**src/rtl/dtr_pkg.sv**
```systemverilog
// ----------------------------------------------------------------------------
// dtr_pkg
// Types, command codes and helper functions shared by the divider/timer.
// ----------------------------------------------------------------------------
package dtr_pkg;

    typedef enum logic [2:0] {
        CMD_ADVANCE     = 3'd0,
        CMD_READ_DIV    = 3'd1,
        CMD_READ_TIMER  = 3'd2,
        CMD_WRITE_DIV   = 3'd3,
        CMD_WRITE_TIMER = 3'd4,
        CMD_WRITE_MOD   = 3'd5,
        CMD_WRITE_CTRL  = 3'd6
    } t_cmd;

    localparam int unsigned CTRL_EN = 2;

    localparam logic [1:0] SEL_BIT9 = 2'd0;
    localparam logic [1:0] SEL_BIT3 = 2'd1;
    localparam logic [1:0] SEL_BIT5 = 2'd2;
    localparam logic [1:0] SEL_BIT7 = 2'd3;

    typedef struct packed {
        logic [15:0] div;
        logic [7:0]  tima;
        logic [7:0]  tma;
        logic [2:0]  tac;
    } t_state;

    typedef struct packed {
        logic [7:0] value;
        logic       ovf;
    } t_tick;

    // Falling edges of the selected bit from one count to another, low 8 bits.
    function automatic logic [7:0] edge_ticks(
        input logic [15:0] from_cnt,
        input logic [15:0] to_cnt,
        input logic [1:0]  sel
    );
        logic [5:0] d9;
        logic [7:0] res;
        d9 = to_cnt[15:10] - from_cnt[15:10];
        unique case (sel)
            SEL_BIT9: res = {2'b00, d9};
            SEL_BIT3: res = to_cnt[11:4] - from_cnt[11:4];
            SEL_BIT5: res = to_cnt[13:6] - from_cnt[13:6];
            SEL_BIT7: res = to_cnt[15:8] - from_cnt[15:8];
            default:  res = '0;
        endcase
        return res;
    endfunction

    function automatic logic sel_tap(
        input logic [15:0] cnt,
        input logic [1:0]  sel
    );
        logic res;
        unique case (sel)
            SEL_BIT9: res = cnt[9];
            SEL_BIT3: res = cnt[3];
            SEL_BIT5: res = cnt[5];
            SEL_BIT7: res = cnt[7];
            default:  res = 1'b0;
        endcase
        return res;
    endfunction

    // Add ticks, reload with the modulo on wrap.
    function automatic t_tick add_ticks(
        input logic [7:0] t,
        input logic [7:0] ticks,
        input logic [7:0] modulo
    );
        logic [7:0] n;
        t_tick      res;
        n         = t + ticks;
        res.ovf   = (t > n);
        res.value = res.ovf ? n + modulo : n;
        return res;
    endfunction

endpackage

```
**src/rtl/dtr_step.sv**
```systemverilog
// ----------------------------------------------------------------------------
// dtr_step
// Next state and result for one request, from the current timer state.
// ----------------------------------------------------------------------------
module dtr_step (
    input  dtr_pkg::t_state i_state,
    input  logic [2:0]      i_command,
    input  logic [7:0]      i_cycles,
    input  logic [7:0]      i_write_value,
    output dtr_pkg::t_state o_state,
    output logic [7:0]      o_read_data,
    output logic            o_timer_interrupt
);
    import dtr_pkg::*;

    logic [15:0] div_adv;
    logic        en;
    t_tick       adv;
    t_tick       extra;

    assign div_adv = i_state.div + {8'b0, i_cycles};
    assign en      = i_state.tac[CTRL_EN];
    assign adv     = add_ticks(i_state.tima,
                               edge_ticks(i_state.div, div_adv, i_state.tac[1:0]),
                               i_state.tma);
    assign extra   = add_ticks(adv.value, {7'b0, sel_tap(div_adv, i_state.tac[1:0])},
                               i_state.tma);

    always_comb begin
        o_state           = i_state;
        o_read_data       = '0;
        o_timer_interrupt = 1'b0;
        unique case (i_command)
            CMD_READ_DIV: begin
                o_read_data = div_adv[15:8];
            end
            CMD_READ_TIMER: begin
                o_read_data = en ? adv.value : i_state.tima;
            end
            CMD_WRITE_DIV: begin
                o_state.div       = '0;
                o_state.tima      = en ? extra.value : i_state.tima;
                o_timer_interrupt = en && (adv.ovf || extra.ovf);
            end
            CMD_ADVANCE, CMD_WRITE_TIMER, CMD_WRITE_MOD, CMD_WRITE_CTRL: begin
                o_state.div       = div_adv;
                o_state.tima      = en ? adv.value : i_state.tima;
                o_timer_interrupt = en && adv.ovf;
                if (i_command == CMD_WRITE_TIMER) begin
                    o_state.tima = i_write_value;
                end
                if (i_command == CMD_WRITE_MOD) begin
                    o_state.tma = i_write_value;
                end
                if (i_command == CMD_WRITE_CTRL) begin
                    o_state.tac = i_write_value[2:0];
                end
            end
            default: begin
                o_state = i_state;
            end
        endcase
    end

endmodule

```
**src/rtl/divider_timer_with_reload_top.sv**
```systemverilog
// ----------------------------------------------------------------------------
// divider_timer_with_reload_top
// 16-bit divider with an 8-bit reloading timer, one request per cycle while unstalled.
// ----------------------------------------------------------------------------
// A request passes through the input register, then the result register.
// Throughput: 1 request per cycle while the result side does not stall; the
// timer state update for a request completes in the same cycle it moves to
// the result register.
// Reset: synchronous, active low; clears the divider, timer, modulo,
// control and all valid flags.
module divider_timer_with_reload_top (
    input  logic       i_clk,
    input  logic       i_rst_n,
    input  logic       i_valid,
    output logic       o_stall,
    input  logic [2:0] i_command,
    input  logic [7:0] i_cycles,
    input  logic [7:0] i_write_value,
    output logic       o_valid,
    input  logic       i_stall,
    output logic [7:0] o_read_data,
    output logic       o_timer_interrupt
);
    import dtr_pkg::*;

    logic       r_in_valid;
    logic [2:0] r_command;
    logic [7:0] r_cycles;
    logic [7:0] r_write_value;
    t_state     r_state;
    t_state     n_state;
    logic       r_out_valid;
    logic [7:0] r_read_data;
    logic       r_irq;
    logic [7:0] n_read_data;
    logic       n_irq;
    logic       out_free;
    logic       move;
    logic       in_take;

    assign out_free = !r_out_valid || !i_stall;
    assign move     = r_in_valid && out_free;
    assign o_stall  = r_in_valid && !out_free;
    assign in_take  = i_valid && !o_stall;

    dtr_step u_step (
        .i_state           (r_state),
        .i_command         (r_command),
        .i_cycles          (r_cycles),
        .i_write_value     (r_write_value),
        .o_state           (n_state),
        .o_read_data       (n_read_data),
        .o_timer_interrupt (n_irq)
    );

    always_ff @(posedge i_clk) begin
        if (!i_rst_n) begin
            r_in_valid  <= 1'b0;
            r_out_valid <= 1'b0;
            r_state     <= '0;
        end else begin
            if (in_take) begin
                r_in_valid <= 1'b1;
            end else if (move) begin
                r_in_valid <= 1'b0;
            end
            if (move) begin
                r_out_valid <= 1'b1;
                r_state     <= n_state;
            end else if (out_free) begin
                r_out_valid <= 1'b0;
            end
        end
    end

    always_ff @(posedge i_clk) begin
        if (in_take) begin
            r_command     <= i_command;
            r_cycles      <= i_cycles;
            r_write_value <= i_write_value;
        end
        if (move) begin
            r_read_data <= n_read_data;
            r_irq       <= n_irq;
        end
    end

    assign o_valid           = r_out_valid;
    assign o_read_data       = r_read_data;
    assign o_timer_interrupt = r_irq;

endmodule

```
**config.mk**
```make
export PLATFORM = sky130hd
export DESIGN_NAME = divider_timer_with_reload_top
export DESIGN_NICKNAME = d
export VERILOG_FILES = /design/src/rtl/dtr_pkg.sv /design/src/rtl/dtr_step.sv /design/src/rtl/divider_timer_with_reload_top.sv
export SDC_FILE = /design/constraint.sdc
export NUM_CORES = 1
export LEC_CHECK = 0
export BUFFER_PORTS_ARGS = -buffer_cell sky130_fd_sc_hd__buf_4
export CORE_MARGIN = 2
export CORE_UTILIZATION = 30
export DETAILED_ROUTE_END_ITERATION = 8
export GPL_TIMING_DRIVEN = 0
export HOLD_SLACK_MARGIN = 0.05
export PLACE_DENSITY = 0.46
export SLEW_MARGIN = 0
export SYNTH_ARGS = -nofsm -noshare
export SYNTH_HDL_FRONTEND = slang
export SYNTH_SLANG_ARGS = --single-unit
```
**constraint.sdc**
```tcl
create_clock -name i_clk -period 14.9 [get_ports i_clk]
set_input_delay 1.49 -clock i_clk [delete_from_list [all_inputs] [get_ports i_clk]]
set_output_delay 1.49 -clock i_clk [all_outputs]
set_load 0.1 [all_outputs]
```
; Yosys cells after proc, flatten, opt, wreduce, memory -nomap -nowiden
; Index checks and enable logic that the tools add are counted.
[totals]
regBits = 65
in_bits = 23
out_inout_bits = 11
word_cells = 67
[classes]
addsub = 9
n_lt_le_gt_ge = 2
n_eq_ne = 10
mux = 14
n_reduce_logical = 21
[op_table]
columns = operator, count
row1 = one-hot mux 24 bit (2 select lines), 1
row2 = two-way mux 8 bit, 5
row3 = one-hot mux 8 bit (4 select lines), 1
row4 = adder 8 bit, 3
row5 = subtractor 8 bit, 3
row6 = adder 16 x 8 -> 16 bit, 1
row7 = > comparator 8 bit, 2
row8 = one-hot mux 8 bit (2 select lines), 1
row9 = "== test 3 bit, second input constant", 3
row10 = AND reduction 3 bit, 3
row11 = adder 8 x 1 -> 8 bit, 1
row12 = "== test 3 x 2 -> 1 bit, second input constant", 2
row13 = nonzero test 2 bit, 3
row14 = subtractor 6 bit, 1
row15 = logical AND 1 bit, 5
row16 = "== test 2 bit, second input constant", 2
row17 = logical NOT 1 bit, 4
row18 = two-way mux 1 bit, 4
row19 = one-hot mux 1 bit (4 select lines), 1
row20 = OR reduction 4 bit, 1
row21 = "== test 3 x 1 -> 1 bit, second input constant", 1
row22 = logical NOT 3 bit, 1
row23 = "== test 2 x 1 -> 1 bit, second input constant", 1
row24 = logical NOT 2 bit, 1
row25 = 4 further kinds, 5

; Depth between registers and ports, before layout
; Gate-level depths: netlist of run 1.
[depth]
depth_word = 11
depth_mapped = 47
ltp_nobuf = 46

; Hierarchy
; A second synthesis of run 1 with hierarchy kept.
[unflattened]
hier_cells = 852
area_unflattened_um2 = 7013.0
[modules_own_cells]
columns = mod, instances, cells_per_inst, area_each_um2, seq_area_each_um2
row1 = dtr_step, 1, 664, 4665.7, 0.0
row2 = divider_timer_with_reload_top, 1, 188, 2347.3, 1581.5

; Worst setup path after synthesis of run 1
; OpenSTA, ideal clock, no wires.
[synth_path]
path_type = reg-to-reg
from = register r_cycles[1]
to = register r_state[18] (netlist bit)
setup_ps = 71
t_arrival_ps = 8962
t_required_ps = 14829
slack_ps = 5868
stages_incl_launch_ff = 45
path_buffers = 1
synth_period_minus_slack_ps = 9032
path_cell_list = edfxtp_1 -> ha_1 -> a21o_1 -> a21oi_1 -> o21a_1 -> o21bai_1 -> a31oi_1 -> nor2_1 -> nand3_1 -> inv_1 -> ha_1 -> xnor2_1 -> or2_2 -> o21a_1 -> o21ai_0 -> nand2_1 -> xnor2_1 -> mux4_2 -> [... 9 more ...] -> a211o_1 -> mux2i_1 -> o32a_4 -> buf_6 -> mux2_2 -> ha_1 -> ha_1 -> ha_1 -> ha_1 -> a21oi_1 -> o21bai_1 -> a21oi_1 -> o21bai_1 -> a21oi_1 -> xor2_1 -> or3_1 -> o41a_1 -> a21oi_1
[synth_via]
elab_chain_len = 11
word_cells_on_any_way = 19
cone_classes = add/sub (9) / order compare (2) / mux (8)
[synth_rtl]
columns = item, line
row1 = start: declaration, divider_timer_with_reload_top.sv:28  ; logic [7:0] r_cycles;
row2 = start signal: assignment, divider_timer_with_reload_top.sv:79  ; r_cycles <= i_cycles;
row3 = adder 16 x 8 -> 16 bit (*), dtr_step.sv:21  ; assign div_adv = i_state.div + {8'b0, i_cycles};
row4 = "subtractor 8 bit, or another cell as far along", dtr_pkg.sv:49  ; SEL_BIT7: res = to_cnt[15:8] - from_cnt[15:8];
row5 = one-hot mux 8 bit (4 select lines), dtr_pkg.sv:45  ; unique case (sel)
row6 = adder 8 bit, dtr_pkg.sv:78  ; n = t + ticks;
row7 = adder 8 bit / > comparator 8 bit (equally long branches), "dtr_pkg.sv:80, dtr_pkg.sv:79"
row8 = two-way mux 8 bit, dtr_pkg.sv:80  ; res.value = res.ovf ? n + modulo : n;
row9 = adder 8 x 1 -> 8 bit, dtr_pkg.sv:78
row10 = adder 8 bit / > comparator 8 bit (equally long branches), "dtr_pkg.sv:80, dtr_pkg.sv:79"
row11 = two-way mux 8 bit, dtr_pkg.sv:80
row12 = two-way mux 8 bit, dtr_step.sv:42  ; o_state.tima = en ? extra.value : i_state.tima;
row13 = one-hot mux 24 bit (2 select lines) (*), dtr_step.sv:33  ; unique case (i_command)
row14 = end signal: assignment, divider_timer_with_reload_top.sv:69  ; r_state <= n_state;
row15 = end: declaration, divider_timer_with_reload_top.sv:30  ; t_state r_state;
; Mark *: on every way between the ends. The rest lies on a longest branch, timed or not. The select of a mux whose other input is x is not followed.
; A chain may end at the register's enable or synchronous reset.

; Worst setup path in the final report of run 1
; Ends and elaborated chain as after synthesis.

==> results.md, run 1 <==
* H-tree Lvls at 3
* Post-synth EDFFs at 28
* Clk pin slew, worst setup/hold paths at 0.06 ns
* CP arrival at 10.52 ns
* DP HPWL at 13.8 mm
* Synthesized instance count at 676
* Initial antenna violation count at 0
* Most common cell in the netlist: nor2_1
* Crit-path leading delay family: compound AO/OA/AOI/OAI gates
* Setup TNS at 0 ns
* Cts hold-fix bufs at 0
* Post-route DRC at 0
* Number of buffers created by CTS at 9
* Die area at 20800 sq um
* Postcts setup bufs at 0
* Worst reg-to-reg setup slack at 4.64 ns
* Starting density of the core at 30.4%
* Final hold viol count at 0
* Synth Area in Compound Gates at 21.6%
* Asr flop ratio synth at 0%
* Worst Setup Start Kind: flip-flop
* Max Freq at 97.5 MHz
* Period utilisation layout at 68.9%
* Leakage power at 2.92 nW
* Hold Crit Depth at 2
* Most used cell, CP: ha_1
* Post-synthesis mux area share at 8.96%
* R2R depth at 44
* Post-synth top cells: nor2_1 (95), a21oi_1 (59), inv_1 (59)
* CP Class: flip-flop to flip-flop
* Core Footprint at 19400 sq um
* Slowest cell delay on critical path at 0.57 ns
* PwrDens at 86.0 nW/um^2
* Max-slew headroom at 37.1%
* Worst skew pair latency at 0.33 ns
* Critical Path Start: r_cycles[1]
* Die H at 144 microns
* Final setup viols at 0
* Row count at 51
* # fillers at 2077
* Status: completed
* IO Count at 34
* Layout cell share with drive strength beyond 1 at 10.9%
* CTS tree: built
* Max Cap Viol at 0
* Area contributors post-synth: edfxtp_1 (14%), dfxtp_1 (13%), ha_1 (12%)
* Min-Delay Startpoint: r_state[19]
* Worst Max-Slew Pin Slew at 0.937 ns
* Vias in the first global route at 5200
* Worst setup margin at 4.64 ns
* Final nets at 806
* Crit. End Element: flip-flop
* Biggest area consumer among synthesized cells: edfxtp_1
* Largest net degree at the start of global routing at 12
* Die Width at 144 microns
* First-pass DRT Iterations at 4
* Gates resized, CTS repair at 0
* Crit path buf inv count at 3
* Post-Synth XOR/XNOR Area at 8.60%
* Largest family of logic cells by synthesized area: compound AO/OA/AOI/OAI gates
* Worst hold path type: flip-flop to flip-flop
* IO Port Bufs at 33
* Via count at 5034
* Layout Skew at 0.00699 ns
* Synthesized Nets at 761
* Reg2reg end: r_state[18]
* #FFs+latches synth at 65
* Root buf cell: clkbuf_16
* Worst r2r src: r_cycles[1]
* Final max-slew violation count at 0
* ANT cells at 0
* Post-synth top area share at 14.3%
* GRT Util Overall at 17.0%
* Yosys warns at 0
* Routability cong. at 0.882
* Register area share after synthesis at 26.8%
* Min-Delay Endpoint: r_state[19]
* Total global routing overflow at 0
* RSZ-0062 raised after global routing: no
* Crit path time final at 10.26 ns
* Slowest CP cell: xnor2_1
* Dpl ws at 4.64 ns
* Synthesis-to-layout area growth at 14.6%
* Yosys cell types at 76
* Simple-gate share of the synthesized area at 14.7%
* Peak supply drop at 54.1 uV
* Final core occ at 34.8%
* Main flop type after synthesis: dfxtp_1
* Max FO, Critical Path at 10
* Antenna viol nets, final at 0
* DRT Wirelength at 16.6 mm
* Drt wl/cell at 16.8 microns
* CTS max path bufs at 2
* Syn Std Cell Area at 5890 sq um
* DRT iter0 DRCs at 285
* First-pass GRT wire length at 27.2 mm
* Mean Syn Cell Area at 8.72 sq um
* Worst Path Required at 15.15 ns
* Post-Synth Adder-Cell Area at 14.1%
* Sinks on Clock Net at 65
* Vias/cell at 5.08
-- cells in the final DEF (no fill, tap or decap), types with 15 or more instances in the layout --
master    netlist  final
nand2_1        32     32
clkbuf_1       13     15
buf_4           0     33
xor2_1         18     18
a21oi_1        59     59
ha_1           55     55
inv_1          59     59
nor2_1         95     95
o21ai_0        26     26
edfxtp_1       28     28
dfxtp_1        37     37
xnor2_1        38     38
mux2i_1        33     33
-- worst register-to-register path: cells and delay by family, from the launching register on --
kind | cells | cell delay (ns)
simple gates | 7 | 1.27
mux | 3 | 1.04
fa+ha+maj | 8 | 2.56
compound gates | 18 | 3.45
flops | 1 | 0.39
buf+inv | 3 | 0.34
xor+xnor | 5 | 1.10
-- through the flow --
step / hold WS [ns] / cells / instance area (sq um) / power, mW
final: 0.511 / 991 / 6750 / 0.581
after global routing: 0.557 / 991 / 6750 / 0.616
after CTS: 0.513 / 991 / 6750 / 0.587
after detailed placement: 0.505 / 975 / 6490 / 0.396
after global placement: 0.480 / 974 / 6470 / 0.392
after floorplan: 0.458 / 676 / 5890 / 0.350
-- registers in the layout, summed over array words and instances (netlist names) --
register	cells
o_valid	1
r_write_value	8
o_read_data	8
r_command	3
r_state	35
r_in_valid	1
r_cycles	8
o_timer_interrupt	1
-- area by class of cell --
cell class / count / area [sq um] / area share, %
multi-input combinational: 532 / 4010 / 59.3
buffer: 18 / 78.8 / 1.17
sequential: 65 / 1580 / 23.4
tap: 265 / 332 / 4.91
timing repair buffer: 34 / 263 / 3.89
clock buffer: 11 / 233 / 3.45
inverter: 61 / 229 / 3.39
clock inverter: 5 / 32.5 / 0.482
-- where the power goes --
group / switching, mW / total (mW) / leakage [nW] / internal [mW]
clock network: 0.0769 / 0.189 / 0.133 / 0.112
logic: 0.113 / 0.193 / 2.22 / 0.0798
registers: 0.00605 / 0.199 / 0.570 / 0.193
-- per-layer routing --
metal	track usage, %	vias up	part of all wire [%]
met3	3.31	22	3.0
met2	30.1	80	50
li1	-	2515	-
met1	20.9	2417	45
met4	5.31	0	2.4
met5	0	-	0
-- cell families after synthesis --
logic type      after synthesis
fa+ha+maj                    62
compound gates              182
flops                        65
xor+xnor                     57
buf+inv                      79
simple gates                188
mux                          43
-- how the worst max path moves through the flow --
stage	end	slack [ns]	depth (start not counted)
floorplan	r_state[18]	5.87	44
global placement	r_state[18]	4.68	44
detailed placement	r_state[18]	4.64	44
CTS	r_state[18]	4.57	44
global route	r_state[18]	3.81	44
finish	r_state[18]	4.64	44
No activity file was read; power rests on OpenSTA's default activity.
==> run 2, diff against run 1 <==
--- a/config.mk
+++ b/config.mk
@@ -5,13 +5,14 @@
 export SDC_FILE = /design/constraint.sdc
 export NUM_CORES = 1
 export LEC_CHECK = 0
+export ABC_AREA = 1
 export BUFFER_PORTS_ARGS = -buffer_cell sky130_fd_sc_hd__buf_4
 export CORE_MARGIN = 2
 export CORE_UTILIZATION = 30
 export DETAILED_ROUTE_END_ITERATION = 8
 export GPL_TIMING_DRIVEN = 0
 export HOLD_SLACK_MARGIN = 0.05
-export PLACE_DENSITY = 0.46
+export PLACE_DENSITY = 0.48
 export SLEW_MARGIN = 0
 export SYNTH_ARGS = -nofsm -noshare
 export SYNTH_HDL_FRONTEND = slang
==> constraint.sdc (replaced) <==
create_clock -name i_clk -period 9.17 [get_ports i_clk]
set_input_delay 0.917 -clock i_clk [delete_from_list [all_inputs] [get_ports i_clk]]
set_output_delay 0.917 -clock i_clk [all_outputs]
set_load 0.1 [all_outputs]
==> run 2 against run 1 <==
Effect of this change: synthesized cell count rose by 23%; clock skew rose by 0.0038 ns; flip-flop and latch count did not move.
==> results.md, run 2 <==
* Vias in the first global route at 5089
* Antenna viol nets, final at 0
* Post-synthesis mux area share at 0%
* IO Count at 34
* Post-route DRC at 0
* Die Width at 144 microns
* Post-synth top area share at 14.4%
* Max Cap Viol at 0
* Final Instance Area at 6820 sq um
* Die H at 144 microns
* Min-Delay Startpoint: r_state[19]
* Worst r2r src: r_cycles[0]
* Post-Layout Cell Count at 1145
* R2R depth at 55
* DRT Wirelength at 16.7 mm
* CTS max path bufs at 2
* GRT Util Overall at 16.9%
* Yosys warns at 0
* Post-synth EDFFs at 28
* CP Class: flip-flop to flip-flop
* Most common cell in the netlist: nand2_1
* Post-synth top cells: nand2_1 (176), inv_1 (118), a21oi_1 (82)
* Drt wl/cell at 14.6 microns
* Syn Std Cell Area at 5850 sq um
* H-tree Lvls at 3
* Initial antenna violation count at 0
* Area contributors post-synth: edfxtp_1 (14%), dfxtp_1 (13%), ha_1 (12%)
* Post-Synth XOR/XNOR Area at 5.84%
* Register area share after synthesis at 27.0%
* CP arrival at 8.59 ns
* Layout Skew at 0.0108 ns
* Commonest non-fill, non-tap cell in the layout: nand2_1
* Period utilisation layout at 91.2%
* ANT cells at 0
* Final max-slew violation count at 0
* Power after layout at 1.22 mW
* Cts hold-fix bufs at 0
* Number of buffers created by CTS at 9
* Via count at 5419
* Routability cong. at 0.866
* Synthesized instance count at 831
* Max FO, Critical Path at 10
* Final setup viols at 0
* Synthesis-to-layout area growth at 16.5%
* Synthesized Nets at 916
* Worst Max-Slew Pin Slew at 1.10 ns
* Max-slew headroom at 26.3%
* Max Freq at 120 MHz
* Peak supply drop at 120 uV
* PwrDens at 179 nW/um^2
* Status: completed
* Biggest area consumer among synthesized cells: edfxtp_1
* Worst setup margin at 0.811 ns
* Largest net degree at the start of global routing at 20
* Simple-gate share of the synthesized area at 28.1%
* Asr flop ratio synth at 0%
* Sinks on Clock Net at 65
* Reg2reg end: r_state[18]
* Clk pin slew, worst setup/hold paths at 0.06 ns
* Hold Crit Depth at 2
* DP HPWL at 13.3 mm
* Worst skew pair latency at 0.34 ns
* Min-Delay Endpoint: r_state[19]
* Most frequent cells in the layout: nand2_1 (176), inv_1 (118), a21oi_1 (81), nand3_1 (66), o21ai_0 (58)
* Max reg flops at 35
* Slowest cell delay on critical path at 0.37 ns
* Final hold viol count at 0
* Post-Synth Adder-Cell Area at 14.2%
* Reg with most FFs: r_state
* Die area at 20600 sq um
* Worst Setup Start Kind: flip-flop
* IO Port Bufs at 33
* Mean Syn Cell Area at 7.04 sq um
* Worst reg-to-reg setup slack at 0.81 ns
* Layout cell share with drive strength beyond 1 at 11.6%
* Most used cell, CP: nand2_1
* Dpl ws at 0.362 ns
* Final nets at 960
* #FFs+latches synth at 65
* First-pass GRT wire length at 26.9 mm
* Vias/cell at 4.73
* Row count at 51
* Core Footprint at 19300 sq um
* DRT iter0 DRCs at 286
* Total global routing overflow at 0
* Largest family of logic cells by synthesized area: simple AND/OR/NAND/NOR gates
* Worst Path Required at 9.40 ns
* Worst hold path type: flip-flop to flip-flop
* Slowest CP cell: ha_1
* Crit. End Element: flip-flop
* Yosys cell types at 46
* Placed cell count at 1129
* Starting density of the core at 30.3%
* Crit path time final at 8.36 ns
* CTS tree: built
* Synth Area in Compound Gates at 16.2%
* Post-placement cell area at 6430 sq um
* Main flop type after synthesis: dfxtp_1
* Root buf cell: clkbuf_16
* Leakage power at 3.14 nW
* Setup TNS at 0 ns
* First-pass DRT Iterations at 5
run 2: cell types whose count changed after synthesis, sizes merged, moves of 12 or more:
| cell | before | now |
|---|---|---|
| xnor2 | 39 | 12 |
| a21o | 12 | 0 |
| nor2 | 95 | 65 |
| nand2 | 33 | 193 |
| o21ai | 30 | 62 |
| inv | 59 | 120 |
| mux2i | 37 | 0 |
| nand3 | 11 | 70 |
| a21oi | 61 | 84 |
run 2: cell type report:
class | count | area [sq um]
multi-input cells | 633 | 3810
clock buffers | 11 | 254
inverters | 123 | 462
fillers | 2137 | 12500
plain buffers | 10 | 46.3
repair buffers | 33 | 248
flip-flops and latches | 65 | 1580
clock inverters | 5 | 85.1
well taps | 265 | 332
run 2: metal layers:
layer	global-route usage, %	part of all wire, %
met1	25.3	53
met2	25.5	43
met3	1.67	3.1
met4	5.31	1.4
met5	0	0
run 2: stage by stage:
stage	hold slack [ns]	utilization, %
after detailed placement	0.464	33.4
after floorplan	0.445	-
after global routing	0.486	35.4
final	0.468	35.4
after CTS	0.473	35.1
after global placement	0.462	33.4
run 2: how the worst max path moves through the flow:
stage                start          end  slack (ns)  depth (start not counted)
2_1_floorplan  r_cycles[0]  r_state[18]        1.85                         55
3_3_place_gp   r_state[19]  r_state[18]        0.38                         54
3_5_place_dp   r_state[19]  r_state[18]        0.36                         54
4_1_cts        r_cycles[0]  r_state[18]        0.34                         54
5_1_grt        r_cycles[0]  r_state[18]       -0.02                         54
6_report       r_cycles[0]  r_state[18]        0.81                         55
run 2: power by group:
part	internal (mW)	switching, mW
logic	0.162	0.336
clock network	0.256	0.141
registers	0.315	0.0114
total	0.733	0.489
run 2: repair_timing:
action	4_1_cts	5_1_grt
endpoints found under the setup margin	0	9
hold endpoints to repair	0	0
resized for setup	0	8
buffers inserted	0	0
run 2: logic make-up after synthesis:
logic type | Yosys count
AND/OR/NAND/NOR | 359
AO/OA/AOI/OAI | 173
buffers and inverters | 133
flip-flops | 65
adder cells (fa/ha/maj) | 62
XOR/XNOR | 39
run 2: critical path: cells and delay by family, from the launching register on:
| kind | cells | cell delay, ns |
|---|---|---|
| buffers and inverters | 6 | 0.54 |
| AO/OA/AOI/OAI | 10 | 1.32 |
| adder cells (fa/ha/maj) | 9 | 2.68 |
| flip-flops | 1 | 0.33 |
| XOR/XNOR | 3 | 0.64 |
| AND/OR/NAND/NOR | 27 | 2.71 |
